--- src/rtl/mgpe_pkg.sv ---
// shared types, constants and helpers of the mono glyph pixel expander
package mgpe_pkg;

	localparam int MAX_ROW_BYTES = 4;
	localparam int COL_W         = (MAX_ROW_BYTES > 1) ? $clog2(MAX_ROW_BYTES) : 1;
	localparam int BYTE_PIXELS   = 8;
	localparam int BIT_W         = $clog2(BYTE_PIXELS);

	localparam int ADDR_W  = 32;
	localparam int COLOR_W = 32;
	localparam int LW_W    = 13;
	localparam int POS_W   = 12;
	localparam int RB_W    = 3;
	localparam int FONT_W  = 8;
	localparam int PROD_W  = LW_W + POS_W;

	localparam int IN_FIELDS_W = 2 * POS_W + RB_W + FONT_W;
	localparam int IN_TDATA_W  = ((IN_FIELDS_W + 7) / 8) * 8;
	localparam int OUT_TDATA_W = ADDR_W + COLOR_W;

	localparam int CFG_INDEX_W = 2;
	localparam int CFG_DATA_W  = 32;

	localparam int FIFO_DEPTH = 2;
	localparam int FIFO_PTR_W = $clog2(FIFO_DEPTH);
	localparam int FIFO_CNT_W = $clog2(FIFO_DEPTH + 1);

	localparam logic [FONT_W-1:0] LEFT_MASK = 8'h80;

	localparam logic [ADDR_W-1:0]  FRAME_BASE_RST = 32'h0000_0000;
	localparam logic [LW_W-1:0]    LINE_WIDTH_RST = 13'd800;
	localparam logic [COLOR_W-1:0] DRAW_COLOR_RST = 32'h00FF_0000;

	typedef enum logic [CFG_INDEX_W-1:0] {
		CFG_FRAME_BASE = 2'd0,
		CFG_LINE_WIDTH = 2'd1,
		CFG_DRAW_COLOR = 2'd2
	} cfg_index_t;

	// one non-empty bitmap byte ready for expansion
	typedef struct packed {
		logic [ADDR_W-1:0] row_addr;
		logic [COL_W-1:0]  col;
		logic [FONT_W-1:0] bits;
	} byte_job_t;

	typedef struct packed {
		logic full;
		logic empty;
	} fifo_status_t;

	function automatic logic [RB_W-1:0] eff_row_bytes(input logic [RB_W-1:0] raw);
		logic [RB_W-1:0] n;
		n = raw;
		if (n == '0) begin
			n = RB_W'(1);
		end
		if (int'(n) > MAX_ROW_BYTES) begin
			n = RB_W'(MAX_ROW_BYTES);
		end
		return n;
	endfunction

endpackage

--- src/rtl/mgpe_front.sv ---
// front end: accepts bitmap bytes, tracks row address and column, queues byte jobs
module mgpe_front (
	input  logic                       clk,
	input  logic                       arst_n,
	input  logic [31:0]                frame_base,
	input  logic [12:0]                line_width,
	input  logic                       in_valid,
	output logic                       in_ready,
	input  logic [11:0]                glyph_x,
	input  logic [11:0]                glyph_y,
	input  logic [2:0]                 row_bytes,
	input  logic                       glyph_start,
	input  logic [7:0]                 font_byte,
	output logic                       push,
	output mgpe_pkg::byte_job_t        job,
	input  mgpe_pkg::fifo_status_t     fifo_status
);
	import mgpe_pkg::*;

	localparam int CMP_W = ((COL_W + 1) > RB_W) ? (COL_W + 1) : RB_W;

	logic              valid_s1;
	logic              start_s1;
	logic [RB_W-1:0]   rb_s1;
	logic [FONT_W-1:0] bits_s1;
	logic [ADDR_W-1:0] orig_s1;
	logic [PROD_W-1:0] prod_s1;

	logic [ADDR_W-1:0] row_q;
	logic [COL_W-1:0]  col_q;
	logic              pend_q;

	logic              adv_s1;
	logic              accept;
	logic [ADDR_W-1:0] row_eff;
	logic [COL_W-1:0]  col_eff;
	logic [COL_W:0]    col_inc;
	logic              wrap;

	// an all-clear byte needs no queue slot; a pending stride add holds the stage
	assign adv_s1   = valid_s1 && !pend_q && (!fifo_status.full || bits_s1 == '0);
	assign in_ready = !valid_s1 || adv_s1;
	assign accept   = in_valid && in_ready;

	always_comb begin
		row_eff = start_s1 ? (orig_s1 + ADDR_W'(prod_s1)) : row_q;
		col_eff = start_s1 ? '0 : col_q;
		col_inc = {1'b0, col_eff} + (COL_W + 1)'(1);
		wrap    = CMP_W'(col_inc) >= CMP_W'(rb_s1);
	end

	assign push         = adv_s1 && (bits_s1 != '0);
	assign job.row_addr = row_eff;
	assign job.col      = col_eff;
	assign job.bits     = bits_s1;

	always_ff @(posedge clk or negedge arst_n) begin
		if (!arst_n) begin
			valid_s1 <= 1'b0;
		end else if (accept) begin
			valid_s1 <= 1'b1;
		end else if (adv_s1) begin
			valid_s1 <= 1'b0;
		end
	end

	always_ff @(posedge clk) begin
		if (accept) begin
			start_s1 <= glyph_start;
			rb_s1    <= eff_row_bytes(row_bytes);
			bits_s1  <= font_byte;
			orig_s1  <= frame_base + ADDR_W'(glyph_x);
			prod_s1  <= PROD_W'(line_width) * PROD_W'(glyph_y);
		end
	end

	always_ff @(posedge clk or negedge arst_n) begin
		if (!arst_n) begin
			row_q  <= '0;
			col_q  <= '0;
			pend_q <= 1'b0;
		end else if (pend_q) begin
			row_q  <= row_q + ADDR_W'(line_width);
			pend_q <= 1'b0;
		end else if (adv_s1) begin
			row_q  <= row_eff;
			col_q  <= wrap ? '0 : col_inc[COL_W-1:0];
			pend_q <= wrap;
		end
	end

endmodule

--- src/rtl/mgpe_fifo.sv ---
// short queue of byte jobs between front end and pixel expander
module mgpe_fifo (
	input  logic                    clk,
	input  logic                    arst_n,
	input  logic                    push,
	input  mgpe_pkg::byte_job_t     push_data,
	input  logic                    pop,
	output mgpe_pkg::byte_job_t     pop_data,
	output mgpe_pkg::fifo_status_t  status
);
	import mgpe_pkg::*;

	byte_job_t             mem_q [FIFO_DEPTH];
	logic [FIFO_PTR_W-1:0] wr_ptr_q;
	logic [FIFO_PTR_W-1:0] rd_ptr_q;
	logic [FIFO_CNT_W-1:0] count_q;

	assign status.full  = (count_q == FIFO_CNT_W'(FIFO_DEPTH));
	assign status.empty = (count_q == '0);
	assign pop_data     = mem_q[rd_ptr_q];

	always_ff @(posedge clk) begin
		if (push) begin
			mem_q[wr_ptr_q] <= push_data;
		end
	end

	always_ff @(posedge clk or negedge arst_n) begin
		if (!arst_n) begin
			wr_ptr_q <= '0;
			rd_ptr_q <= '0;
			count_q  <= '0;
		end else begin
			if (push) begin
				wr_ptr_q <= (int'(wr_ptr_q) == FIFO_DEPTH - 1) ? '0 : wr_ptr_q + 1'b1;
			end
			if (pop) begin
				rd_ptr_q <= (int'(rd_ptr_q) == FIFO_DEPTH - 1) ? '0 : rd_ptr_q + 1'b1;
			end
			if (push && !pop) begin
				count_q <= count_q + FIFO_CNT_W'(1);
			end else if (pop && !push) begin
				count_q <= count_q - FIFO_CNT_W'(1);
			end
		end
	end

endmodule

--- src/rtl/mgpe_back.sv ---
// back end: expands one queued byte into pixel writes, leftmost set bit first
module mgpe_back (
	input  logic                 clk,
	input  logic                 arst_n,
	input  logic [31:0]          draw_color,
	input  logic                 job_valid,
	input  mgpe_pkg::byte_job_t  job,
	output logic                 pop,
	output logic                 out_valid,
	input  logic                 out_ready,
	output logic [31:0]          pixel_address,
	output logic [31:0]          pixel_value,
	output logic                 last_of_byte
);
	import mgpe_pkg::*;

	logic              work_valid_q;
	logic [ADDR_W-1:0] row_q;
	logic [COL_W-1:0]  col_q;
	logic [FONT_W-1:0] mask_q;

	logic              out_valid_q;
	logic [ADDR_W-1:0] addr_q;
	logic [COLOR_W-1:0] value_q;
	logic              last_q;

	logic              emit;
	logic [BIT_W-1:0]  idx;
	logic [FONT_W-1:0] mask_next;
	logic              done;
	logic              free;

	// bit offset of the leftmost pixel still to draw
	always_comb begin
		idx = '0;
		for (int i = BYTE_PIXELS - 1; i >= 0; i--) begin
			if (mask_q[BYTE_PIXELS-1-i]) begin
				idx = BIT_W'(i);
			end
		end
	end

	assign mask_next = mask_q & ~(LEFT_MASK >> idx);
	assign done      = (mask_next == '0);
	assign emit      = work_valid_q && (!out_valid_q || out_ready);
	assign free      = !work_valid_q || (emit && done);
	assign pop       = free && job_valid;

	always_ff @(posedge clk or negedge arst_n) begin
		if (!arst_n) begin
			work_valid_q <= 1'b0;
		end else if (pop) begin
			work_valid_q <= 1'b1;
		end else if (emit && done) begin
			work_valid_q <= 1'b0;
		end
	end

	always_ff @(posedge clk) begin
		if (pop) begin
			row_q  <= job.row_addr;
			col_q  <= job.col;
			mask_q <= job.bits;
		end else if (emit) begin
			mask_q <= mask_next;
		end
	end

	always_ff @(posedge clk or negedge arst_n) begin
		if (!arst_n) begin
			out_valid_q <= 1'b0;
		end else if (emit) begin
			out_valid_q <= 1'b1;
		end else if (out_ready) begin
			out_valid_q <= 1'b0;
		end
	end

	// column times eight plus bit offset is just the two concatenated
	always_ff @(posedge clk) begin
		if (emit) begin
			addr_q  <= row_q + ADDR_W'({col_q, idx});
			value_q <= draw_color;
			last_q  <= done;
		end
	end

	assign out_valid     = out_valid_q;
	assign pixel_address = addr_q;
	assign pixel_value   = value_q;
	assign last_of_byte  = last_q;

endmodule

--- src/rtl/mono_glyph_pixel_expander.sv ---
// top level of the mono glyph pixel expander: config registers, stream ports, assertions
//
// Turns 1-bit-per-pixel glyph bitmap bytes into framebuffer pixel writes. Each input beat
// carries one bitmap byte; tuser marks the first byte of a glyph, which reloads the row
// address from frame_base + glyph_x + line_width*glyph_y. Every set bit, leftmost first,
// gives one output beat with address, draw color, and tlast on the last write of the byte.
// An all-clear byte gives no output beat, and the output port is the limit. The front
// end can take a new byte while the last moves on, unless the queue is full, and holds
// after a byte that ends a glyph row, to add the line stride. A two-entry queue
// decouples the two, so the next bytes are taken while earlier pixels drain. The user
// must write configuration only while no byte is in flight; the block does not check.
module mono_glyph_pixel_expander (
	input  logic        clk,
	input  logic        arst_n,
	input  logic        cfg_we,
	input  logic [1:0]  cfg_index,
	input  logic [31:0] cfg_data,
	input  logic        s_axis_tvalid,
	output logic        s_axis_tready,
	input  logic [39:0] s_axis_tdata,  // glyph_x[11:0], glyph_y, row_bytes, font_byte, zero pad
	input  logic [0:0]  s_axis_tuser,  // glyph_start
	output logic        m_axis_tvalid,
	input  logic        m_axis_tready,
	output logic [63:0] m_axis_tdata,  // pixel_address[31:0], pixel_value[63:32]
	output logic        m_axis_tlast
);
	import mgpe_pkg::*;

	logic [ADDR_W-1:0]  frame_base_q;
	logic [LW_W-1:0]    line_width_q;
	logic [COLOR_W-1:0] draw_color_q;

	logic [POS_W-1:0]  glyph_x;
	logic [POS_W-1:0]  glyph_y;
	logic [RB_W-1:0]   row_bytes;
	logic [FONT_W-1:0] font_byte;

	logic         push;
	logic         pop;
	byte_job_t    push_job;
	byte_job_t    head_job;
	fifo_status_t fifo_status;

	logic [ADDR_W-1:0]  pixel_address;
	logic [COLOR_W-1:0] pixel_value;

	always_ff @(posedge clk or negedge arst_n) begin
		if (!arst_n) begin
			frame_base_q <= FRAME_BASE_RST;
			line_width_q <= LINE_WIDTH_RST;
			draw_color_q <= DRAW_COLOR_RST;
		end else if (cfg_we) begin
			unique case (cfg_index)
				CFG_FRAME_BASE: frame_base_q <= cfg_data;
				CFG_LINE_WIDTH: line_width_q <= cfg_data[LW_W-1:0];
				CFG_DRAW_COLOR: draw_color_q <= cfg_data;
				default: ;
			endcase
		end
	end

	assign glyph_x   = s_axis_tdata[POS_W-1:0];
	assign glyph_y   = s_axis_tdata[2*POS_W-1:POS_W];
	assign row_bytes = s_axis_tdata[2*POS_W+RB_W-1:2*POS_W];
	assign font_byte = s_axis_tdata[IN_FIELDS_W-1:2*POS_W+RB_W];

	mgpe_front u_front (
		.clk         (clk),
		.arst_n      (arst_n),
		.frame_base  (frame_base_q),
		.line_width  (line_width_q),
		.in_valid    (s_axis_tvalid),
		.in_ready    (s_axis_tready),
		.glyph_x     (glyph_x),
		.glyph_y     (glyph_y),
		.row_bytes   (row_bytes),
		.glyph_start (s_axis_tuser[0]),
		.font_byte   (font_byte),
		.push        (push),
		.job         (push_job),
		.fifo_status (fifo_status)
	);

	mgpe_fifo u_fifo (
		.clk       (clk),
		.arst_n    (arst_n),
		.push      (push),
		.push_data (push_job),
		.pop       (pop),
		.pop_data  (head_job),
		.status    (fifo_status)
	);

	mgpe_back u_back (
		.clk           (clk),
		.arst_n        (arst_n),
		.draw_color    (draw_color_q),
		.job_valid     (!fifo_status.empty),
		.job           (head_job),
		.pop           (pop),
		.out_valid     (m_axis_tvalid),
		.out_ready     (m_axis_tready),
		.pixel_address (pixel_address),
		.pixel_value   (pixel_value),
		.last_of_byte  (m_axis_tlast)
	);

	assign m_axis_tdata = {pixel_value, pixel_address};

	// queue never overruns or underruns
	a_no_push_when_full: assert property (@(posedge clk) disable iff (!arst_n)
		push |-> !fifo_status.full)
		else $error("byte job pushed into a full queue");

	a_no_pop_when_empty: assert property (@(posedge clk) disable iff (!arst_n)
		pop |-> !fifo_status.empty)
		else $error("byte job popped from an empty queue");

	a_status_consistent: assert property (@(posedge clk) disable iff (!arst_n)
		!(fifo_status.full && fifo_status.empty))
		else $error("queue reports full and empty at once");

	// an all-clear byte must never reach the expander
	a_job_has_pixels: assert property (@(posedge clk) disable iff (!arst_n)
		push |-> (push_job.bits != '0))
		else $error("empty bitmap byte queued");

endmodule

--- config.mk ---
export PLATFORM = sky130hd
export DESIGN_NAME = mono_glyph_pixel_expander
export DESIGN_NICKNAME = d
export VERILOG_FILES = /design/src/rtl/mgpe_pkg.sv /design/src/rtl/mgpe_front.sv /design/src/rtl/mgpe_fifo.sv /design/src/rtl/mgpe_back.sv /design/src/rtl/mono_glyph_pixel_expander.sv
export SDC_FILE = /design/constraint.sdc
export NUM_CORES = 1
export LEC_CHECK = 0
export BUFFER_PORTS_ARGS = -buffer_cell sky130_fd_sc_hd__buf_2
export CAP_MARGIN = 0
export CORE_ASPECT_RATIO = 1.75
export CORE_MARGIN = 2
export CORE_UTILIZATION = 40
export DETAILED_ROUTE_END_ITERATION = 10
export PLACE_DENSITY = 0.61
export SYNTH_ARGS = -nofsm -noshare
export SYNTH_HDL_FRONTEND = slang
export SYNTH_SLANG_ARGS = --single-unit
--- constraint.sdc ---
create_clock -name clk -period 5.1 [get_ports clk]
set_clock_uncertainty 0.15 [all_clocks]
set_input_delay 0.765 -clock clk [delete_from_list [all_inputs] [get_ports clk]]
set_output_delay 0.765 -clock clk [all_outputs]
set_load 0.01 [all_outputs]
==> reports/metrics.cfg, run 1 <==
[status]
status = finished, violations left
violations = negative setup slack

[clocking]
cts.path.max_buffers = 3
clkTransAtPathRegs_ns = 0.07
postCtsSetupRepairBufs = 0
h-tree-depth = 2
cts.sinks = 379
clk_latency_ns = 0.55
cts_tree = built
clockRootBuffer = clkbuf_16
numCtsBuffers = 38

[critical_path]
end_kind = register
required_ns = 5.25
critPathArrivalTime_ns = 5.41
cp-start-kind = register
crit_type = reg -> reg
cp_max_fo = 10

[floorplan]
dieArea_um2 = 58400
fp.dieH_um = 318
num_rows = 115
initial_core_util_pct = 40.3
ios = 147
die_w_um = 184
core_um2 = 56000

[grt]
grt_pass1_vias = 16100
grt_max_degree = 50
grt_pass1_wl_um = 80200
antenna_found_initial = 1
grt_use_total_pct = 17.3
grt.overflow.total = 0

[cells_and_area]
area_growth_pct = 16.3
n_antenna_cell = 0
finalNonFillerCells = 2853
final_nets = 2439
drive_gt1_share_pct = 24.5
final_cell_area_um2 = 26300

[sta]
slew_headroom_pct = 19.8
setup_viol = 7
hold_viol_final = 0
final.period_utilization_pct = 103
rsz0062_at_grt = yes
slew_violations = 0
fin_setup_tns_ns = -0.511
fin_ws_ns = -0.158
fmax_mhz = 190
min_period_ns = 5.26
tightest_slew_ns = 1.20

[min_path]
min-delay-path-class = in -> reg

[detailed_routing]
via_count = 14800
vias_per_cell = 5.18
routed_wl_um = 49100
drtIter0Drc = 633
drc = 0
drtAntennaViolNets = 0
drt-pass1-iter-count = 5
wl_per_cell_um = 17.2

[logic_synthesis]
netlist_area_um2 = 22600
ys_seq_elements = 379
synth_ff_type = edfxtp_1
ys_warn_count = 0
synth_nets = 2230
synth_cells = 1913
synth_area_leaders = edfxtp_1 (35%), dfrtp_1 (12%), fa_1 (10%), ha_1 (6.8%), mux2_2 (6.5%)
synth-async-reset-ratio_pct = 31.4
avgSynthCellArea_um2 = 11.8
synth.most_common_cell = edfxtp_1
synth_edf_count = 260
seq_area_frac_synth_pct = 47.8
synthTopCellsByCount = edfxtp_1 (260), inv_1 (197), nand2_1 (194)
synth.top_cell.area_share_pct = 34.6
yosys.area.top_type = edfxtp_1
ys_types = 76

[placed_design]
gp_congestion = 0.860
place_inst = 2783
port_buffers = 141
placedInstanceArea_um2 = 25000
hpwl_um = 38900

[run]
max_cap_violations = 0

==> cell families (layout without fill, tap and decap cells) <==
logic type / after synthesis / in the layout / synth area share (%)
flip-flops: 379 / 379 / 47.8
XOR/XNOR: 118 / 118 / 4.58
buffers and inverters: 264 / 502 / 4.45
AND/OR/NAND/NOR: 499 / 499 / 10.6
multiplexers: 147 / 147 / 7.24
adder cells (fa/ha/maj): 237 / 237 / 16.9
AO/OA/AOI/OAI: 269 / 269 / 8.33
==> final timing paths <==
path                                   from                     end  slack, ns  depth (start not counted)
max in group asynchronous            arst_n         line_width_q[3]       3.25                          3
min reg2reg                draw_color_q[31]  u_back.pixel_value[31]       0.29                          0
max                         line_width_q[5]     u_front.prod_s1[23]      -0.16                         18
min in group asynchronous            arst_n        draw_color_q[25]       0.57                          2
min                        s_axis_tdata[27]      u_front.bits_s1[0]       0.25                          1
max reg2reg                 line_width_q[5]     u_front.prod_s1[23]      -0.16                         18
==> state kept, by name, summed over array words and instances, names as in the netlist, 2 cells and up <==
| signal | count |
|---|---|
| line_width_q | 13 |
| u_back.row_q | 32 |
| u_front.bits_s1 | 8 |
| u_back.pixel_value | 32 |
| u_back.mask_q | 8 |
| u_front.prod_s1 | 25 |
| u_front.row_q | 32 |
| u_fifo.count_q | 2 |
| u_back.pixel_address | 32 |
| u_back.col_q | 2 |
| draw_color_q | 32 |
| u_front.col_q | 2 |
| frame_base_q | 32 |
| u_fifo.mem_q | 84 |
| u_front.orig_s1 | 32 |
| u_front.rb_s1 | 3 |
==> metrics by stage <==
| step | hold slack (ns) | utilization (%) | worst slack (ns) |
|---|---|---|---|
| after floorplan | 0.269 | - | -0.224 |
| after detailed placement | 0.279 | 44.6 | -0.616 |
| final | 0.248 | 46.9 | -0.158 |
| after CTS | 0.224 | 46.9 | -0.173 |
| after global routing | 0.228 | 46.9 | -0.372 |
| after global placement | 0.276 | 44.6 | -0.521 |
==> critical path, stage by stage (launching register included) <==
cell,delay (ns)
dfstp_4,0.72
nand2_1,0.10
fa_1,0.51
inv_1,0.05
fa_1,0.54
fa_1,0.43
fa_1,0.49
inv_1,0.04
fa_1,0.48
inv_2,0.05
ha_4,0.26
a21o_1,0.13
a21oi_1,0.09
nor2b_2,0.18
a311oi_4,0.06
buf_4,0.17
o311ai_2,0.26
o211ai_2,0.13
xnor2_1,0.14
==> cells in the final DEF, fill, tap and decap left out, drive strengths merged, types with 17 or more instances in the layout <==
cell | synthesis | routed
a21o | 24 | 24
a21oi | 75 | 75
and2 | 63 | 63
and3 | 33 | 33
buf | 12 | 234
clkbuf | 54 | 56
dfrtp | 108 | 108
edfxtp | 260 | 260
fa | 114 | 114
ha | 123 | 123
inv | 197 | 199
mux2 | 130 | 130
mux2i | 17 | 17
nand2 | 194 | 194
nand3 | 53 | 53
nor2 | 73 | 73
o211ai | 23 | 23
o21ai | 45 | 45
xnor2 | 82 | 82
xor2 | 36 | 36
==> repair_timing <==
action | 4_1_cts | 5_1_grt
hold buffers | 1 | 0
endpoints found under the setup margin | 8 | 10
pin swaps | 3 | 0
resized for setup | 13 | 3
endpoints found under the hold margin | 18 | 0
==> layout make-up <==
| type | count | area, um2 |
|---|---|---|
| repair buffers | 235 | 1460 |
| clock buffers | 56 | 1120 |
| multi-input cells | 1270 | 11100 |
| well taps | 702 | 878 |
| clock inverters | 13 | 134 |
| flip-flops and latches | 379 | 10800 |
| fillers | 5060 | 29700 |
| inverters | 198 | 743 |
==> layer usage <==
layer | global-route usage, % | routed length (um)
met5 | 0 | 0
met4 | 6.99 | 1810
met3 | 1.83 | 1650
met2 | 34.4 | 27600
met1 | 17.9 | 18000
Power of run 1 is left out: the tool's default activity adds up to more than one toggle a clock period on the data nets, which glitch-free logic cannot reach.
==> run 2: changes to the inputs <==
- CORE_MARGIN: 2 -> default
==> run 2 against run 1 <==
  * The run still ends with negative setup slack left
  * Flip-flop and latch count unchanged
  * Utilization increased by 0.79 points
  * Maximum frequency increased by 0.72%
  * Hold slack got worse by 0.22 ns
  * Highest routed layer is now met5
==> reports/metrics.cfg, run 2 (synthesis gave the netlist of run 1 again) <==
[sta]
fmax_mhz = 192  ; +0.72%
rsz0062_at_grt = yes
slew_headroom_pct = 21.3  ; +1.5 points
min_period_ns = 5.22  ; -0.0377 ns
final.period_utilization_pct = 102  ; -0.74 points
slew_violations = 0  ; unchanged
fin_ws_ns = -0.120  ; +0.0377 ns
tightest_slew_ns = 1.18  ; -0.0227 ns
hold_viol_final = 0  ; unchanged
setup_viol = 4  ; -3

[critical_path]
slowest_stage = fa_1
cp_common_cell = fa_1
required_ns = 5.25  ; about the same
critPathArrivalTime_ns = 5.37  ; -0.04 ns
crit_end = u_front.prod_s1[24]
critical_path_depth = 21  ; +3
cp_max_fo = 6  ; -4
crit_chain = buf_8, and2_4, fa_1, inv_2, fa_1, inv_2, fa_1, fa_1, inv_1, fa_1, inv_2, ha_4, a21oi_4, buf_6, o21ai_4, o21ai_4, o2111ai_2, nand2_1, o2111ai_2, a21oi_2, xnor2_1
critPathTopFamily = adder cells
critical_path_buf_inv_count = 6  ; +2
end_kind = register
crit_type = reg -> reg
worst_r2r_path_depth = 21  ; +3
max_stage_delay_ns = 0.54  ; -0.18 ns
r2r_start = line_width_q[5]
r2r_slack_ns = -0.12  ; +0.04 ns
cp-start-kind = register
rr_endpoint = u_front.prod_s1[24]
startpoint = line_width_q[5]

[detailed_routing]
via_count = 14900  ; +0.43%
routed_wl_um = 50100  ; +2.0%
wl_per_cell_um = 17.5  ; +1.6%
drt-pass1-iter-count = 5  ; unchanged
vias_per_cell = 5.19  ; about the same
drtIter0Drc = 545  ; -14%
drc = 0  ; unchanged
drtAntennaViolNets = 0  ; unchanged

[clocking]
clk_latency_ns = 0.54  ; about the same
numCtsBuffers = 37  ; -2.6%
cts.sinks = 379  ; unchanged
cts.path.max_buffers = 3  ; unchanged
clkTransAtPathRegs_ns = 0.07  ; about the same
h-tree-depth = 2  ; unchanged
cts_tree = built
clockRootBuffer = clkbuf_16
hold_buffers = 0  ; -1

[grt]
grt_pass1_wl_um = 81000  ; +0.97%
grt_use_total_pct = 17.9  ; +0.61 points
grt.overflow.total = 0  ; unchanged
grt_pass1_vias = 15900  ; -1.4%
antenna_found_initial = 3  ; +2
grt_max_degree = 52  ; +4.0%

[floorplan]
dieArea_um2 = 57400  ; -1.7%
initial_core_util_pct = 40.7  ; +0.35 points
core_um2 = 55500  ; -0.87%
ios = 147  ; unchanged
num_rows = 114  ; -0.87%
fp.dieH_um = 316  ; -0.63%
die_w_um = 182  ; -1.1%

[cells_and_area]
largest-register = u_fifo.mem_q
drive_gt1_share_pct = 26.5  ; +2.0 points
fin_util_pct = 47.7  ; +0.79 points
layout_common_cells = edfxtp_1 (260), nand2_1 (179), inv_1 (179)
final_nets = 2457  ; +0.74%
area_growth_pct = 17.3
mostFrequentLayoutCell = edfxtp_1
n_antenna_cell = 0  ; unchanged
finalNonFillerCells = 2864  ; +0.39%
nFillCells = 4941  ; -2.4%
largest_reg_flops = 84  ; unchanged

[placed_design]
post-place-ws_ns = -0.567  ; +0.0487 ns
place_inst = 2783  ; unchanged
gp_congestion = 0.902  ; +5.0%
port_buffers = 141  ; unchanged
hpwl_um = 39200  ; +0.91%

[status]
violations = negative setup slack
status = finished, violations left

[run]
max_cap_violations = 0  ; unchanged

[min_path]
min-delay-path-class = in -> async

## run 2: cell types whose count changed in the layout (fill, tap and decap cells not counted), moves of 4 or more
cell and change:
buf_4 +13, inv_1 -7, inv_2 +7, buf_6 +4
## run 2: repair_timing
item	CTS	global route
pin swaps	17	37
endpoints found under the setup margin	10	11
gates cloned	1	0
resized for setup	23	32
buffers inserted	14	4
## run 2: how the worst min path moves through the flow
stage | slack [ns] | to | cells after the start
detailed placement | 0.28 | u_back.pixel_value[5] | 0
floorplan | 0.27 | u_back.pixel_value[0] | 0
global placement | 0.28 | u_back.pixel_value[24] | 0
CTS | 0.04 | draw_color_q[26] | 1
global route | 0.05 | draw_color_q[30] | 1
finish | 0.02 | draw_color_q[29] | 1
## run 2: area by class of cell
type | instances | area, um2 | area share (%)
Timing Repair Buffer | 254 | 1640 | 6.21
Sequential cell | 379 | 10800 | 40.8
Multi-Input combinational cell | 1270 | 11200 | 42.4
Clock buffer | 49 | 1020 | 3.86
Clock inverter | 18 | 166 | 0.629
Tap cell | 696 | 871 | 3.29
Inverter | 198 | 743 | 2.81
## run 2: metal layers
metal / track usage, % / vias up / wire length [um] / share of wire, %
met3: 1.92 / 93 / 1520 / 3.0
met2: 36.0 / 271 / 28300 / 56
li1: - / 7111 / - / -
met1: 18.8 / 7377 / 18700 / 37
met4: 6.32 / 4 / 1600 / 3.2
met5: 0 / - / 23 / 0.046
## run 2: stage by stage
stage	instance area, um2	hold WS [ns]	TNS (ns)
5_1_grt	26500	0.0540	-1.56
2_1_floorplan	23000	0.269	-0.769
6_report	26500	0.0244	-0.303
4_1_cts	26400	0.0396	-0.571
3_3_place_gp	25000	0.277	-4.51
3_5_place_dp	25000	0.280	-5.12
Power of run 2 is left out for the same reason.
==> run 3: changes to the inputs <==
- CORE_UTILIZATION: 40 -> 56
- PLACE_DENSITY: 0.61 -> 0.79
==> run 3 against run 2 <==
  * The run still ends with negative setup slack left
  * Sequential share of layout area rose by 0.46 points
  * Critical path depth fell by 1
  * Non-clock buffer count fell by 10
  * Cell area fell by 1.1%
  * Cell count fell by 7.4%
  * Setup slack got worse by 0.046 ns
  * Global-route usage rose by 6.5 points
  * Die area fell by 28%
  * Register-to-register slack got worse by 0.05 ns
  * Via count rose by 2.7%
==> reports/metrics.cfg, run 3 (synthesis gave the netlist of run 1 again) <==
[sta]
final.period_utilization_pct = 103  ; +0.89 points
setup_viol = 8  ; +4
slew_headroom_pct = 35.1  ; +14 points
hold_viol_final = 0  ; unchanged
fin_ws_ns = -0.166  ; -0.0455 ns
min_period_ns = 5.27  ; +0.0455 ns
tightest_slew_ns = 0.974  ; -0.204 ns
rsz0062_at_grt = yes
fmax_mhz = 190  ; -0.87%
slew_violations = 0  ; unchanged

[grt]
grt.overflow.total = 0  ; unchanged
grt_use_total_pct = 24.4  ; +6.5 points
grt_max_degree = 66  ; +27%
grt_pass1_vias = 16500  ; +3.8%
grt_pass1_wl_um = 78800  ; -2.7%
antenna_found_initial = 0  ; -3

[status]
status = finished, violations left
violations = negative setup slack

[critical_path]
required_ns = 5.24  ; about the same
cp-start-kind = register
worst_r2r_path_depth = 20  ; -4.8%
critPathArrivalTime_ns = 5.41  ; +0.04 ns
end_kind = register
rr_endpoint = u_front.prod_s1[24]
r2r_slack_ns = -0.17  ; -0.05 ns
r2r_start = line_width_q[5]
crit_type = reg -> reg
cp_max_fo = 5  ; -1

[detailed_routing]
drtAntennaViolNets = 0  ; unchanged
drc = 0  ; unchanged
routed_wl_um = 48600  ; -2.9%
vias_per_cell = 5.75  ; +11%
drt-pass1-iter-count = 7  ; +2
via_count = 15300  ; +2.7%
drtIter0Drc = 773  ; +42%
wl_per_cell_um = 18.3  ; +4.9%

[clocking]
cts_tree = built
cts.path.max_buffers = 3  ; unchanged
numCtsBuffers = 36  ; -2.7%
clkTransAtPathRegs_ns = 0.07  ; about the same
clockRootBuffer = clkbuf_16
h-tree-depth = 2  ; unchanged
cts.sinks = 379  ; unchanged
hold_buffers = 0  ; unchanged
clk_latency_ns = 0.54  ; about the same

[placed_design]
port_buffers = 141  ; unchanged
gp_congestion = 0.964  ; +6.9%
hpwl_um = 37700  ; -3.9%
post-place-ws_ns = -0.663  ; -0.0957 ns

[cells_and_area]
nFillCells = 2884  ; -42%
final_nets = 2446  ; -0.45%
drive_gt1_share_pct = 25.6  ; -0.88 points
layout_common_cells = edfxtp_1 (260), inv_1 (185), nand2_1 (178)
mostFrequentLayoutCell = edfxtp_1
n_antenna_cell = 0  ; unchanged
largest-register = u_fifo.mem_q
largest_reg_flops = 84  ; unchanged
area_growth_pct = 16.0

[floorplan]
die_w_um = 154  ; -15%
core_um2 = 39900  ; -28%
num_rows = 97  ; -15%
dieArea_um2 = 41100  ; -28%
initial_core_util_pct = 56.5  ; +16 points
ios = 147  ; unchanged
fp.dieH_um = 268  ; -15%

[run]
max_cap_violations = 0  ; unchanged

[min_path]
min-delay-path-class = in -> async

run 3: cell count changes in the layout (fill, tap and decap cells not counted), moves of 4 or more:
cell / previous run / this run
buf_4: 102 / 96
buf_6: 6 / 2
clkbuf_1: 7 / 3
clkbuf_8: 5 / 1
clkinv_4: 0 / 4
inv_1: 179 / 185
inv_2: 18 / 12
run 3: final cells by class:
cell class | count | area [um2] | share of cell area [%]
well taps | 495 | 619 | 2.37
multi-input cells | 1270 | 11200 | 42.7
clock inverters | 24 | 278 | 1.06
flip-flops and latches | 379 | 10800 | 41.3
inverters | 198 | 743 | 2.84
clock buffers | 42 | 976 | 3.73
repair buffers | 244 | 1560 | 5.97
run 3: metal layers:
metal  up-vias  global-route usage [%]  wire length [um]
met5         -                       0                 0
met4         0                    14.4              2820
met3       183                    2.65              1570
met2       438                    48.5             27400
met1      7557                    23.8             16900
li1       7072                       -                 -
run 3: worst max-delay path by stage:
| stage | from | endpoint |
|---|---|---|
| finish | line_width_q[5] | u_front.prod_s1[24] |
| global route | line_width_q[5] | u_front.prod_s1[24] |
| CTS | line_width_q[5] | u_front.prod_s1[23] |
| detailed placement | s_axis_tdata[15] | u_front.prod_s1[23] |
| global placement | s_axis_tdata[15] | u_front.prod_s1[23] |
| floorplan | s_axis_tdata[20] | u_front.prod_s1[18] |
run 3: repair_timing:
action | 4_1_cts | 5_1_grt
cloned | 0 | 0
pin swaps | 14 | 10
setup buffers | 3 | 2
resized for setup | 19 | 21
endpoints found under the hold margin | 0 | 0
endpoints found under the setup margin | 8 | 10
run 3: critical path, cell delays in order (launching register included):
cell and delay (ns):
dfstp_4 0.49, buf_8 0.15, and2_4 0.14, fa_1 0.51, inv_2 0.05, fa_1 0.53, inv_1 0.05, fa_1 0.46
fa_1 0.51, inv_1 0.05, fa_1 0.48, inv_2 0.05, ha_4 0.28, nand2_2 0.05, o21ai_2 0.19, o21ai_4 0.11
o2111ai_4 0.25, nand2_2 0.11, o2111ai_2 0.20, a21oi_2 0.08, xnor2_1 0.12
run 3: through the flow:
stage / utilization [%] / cell area (um2) / hold WS [ns] / instances / setup TNS (ns)
final: 65.6 / 26200 / 0.00576 / 2652 / -0.486
after global routing: 65.6 / 26200 / 0.0377 / 2652 / -1.64
after CTS: 65.3 / 26100 / 0.00813 / 2650 / -0.360
after detailed placement: 61.9 / 24700 / 0.280 / 2581 / -6.01
after global placement: 61.9 / 24700 / 0.275 / 2581 / -4.41
after floorplan: - / 23000 / 0.269 / 1913 / -0.769
Power of run 3 is left out for the same reason.
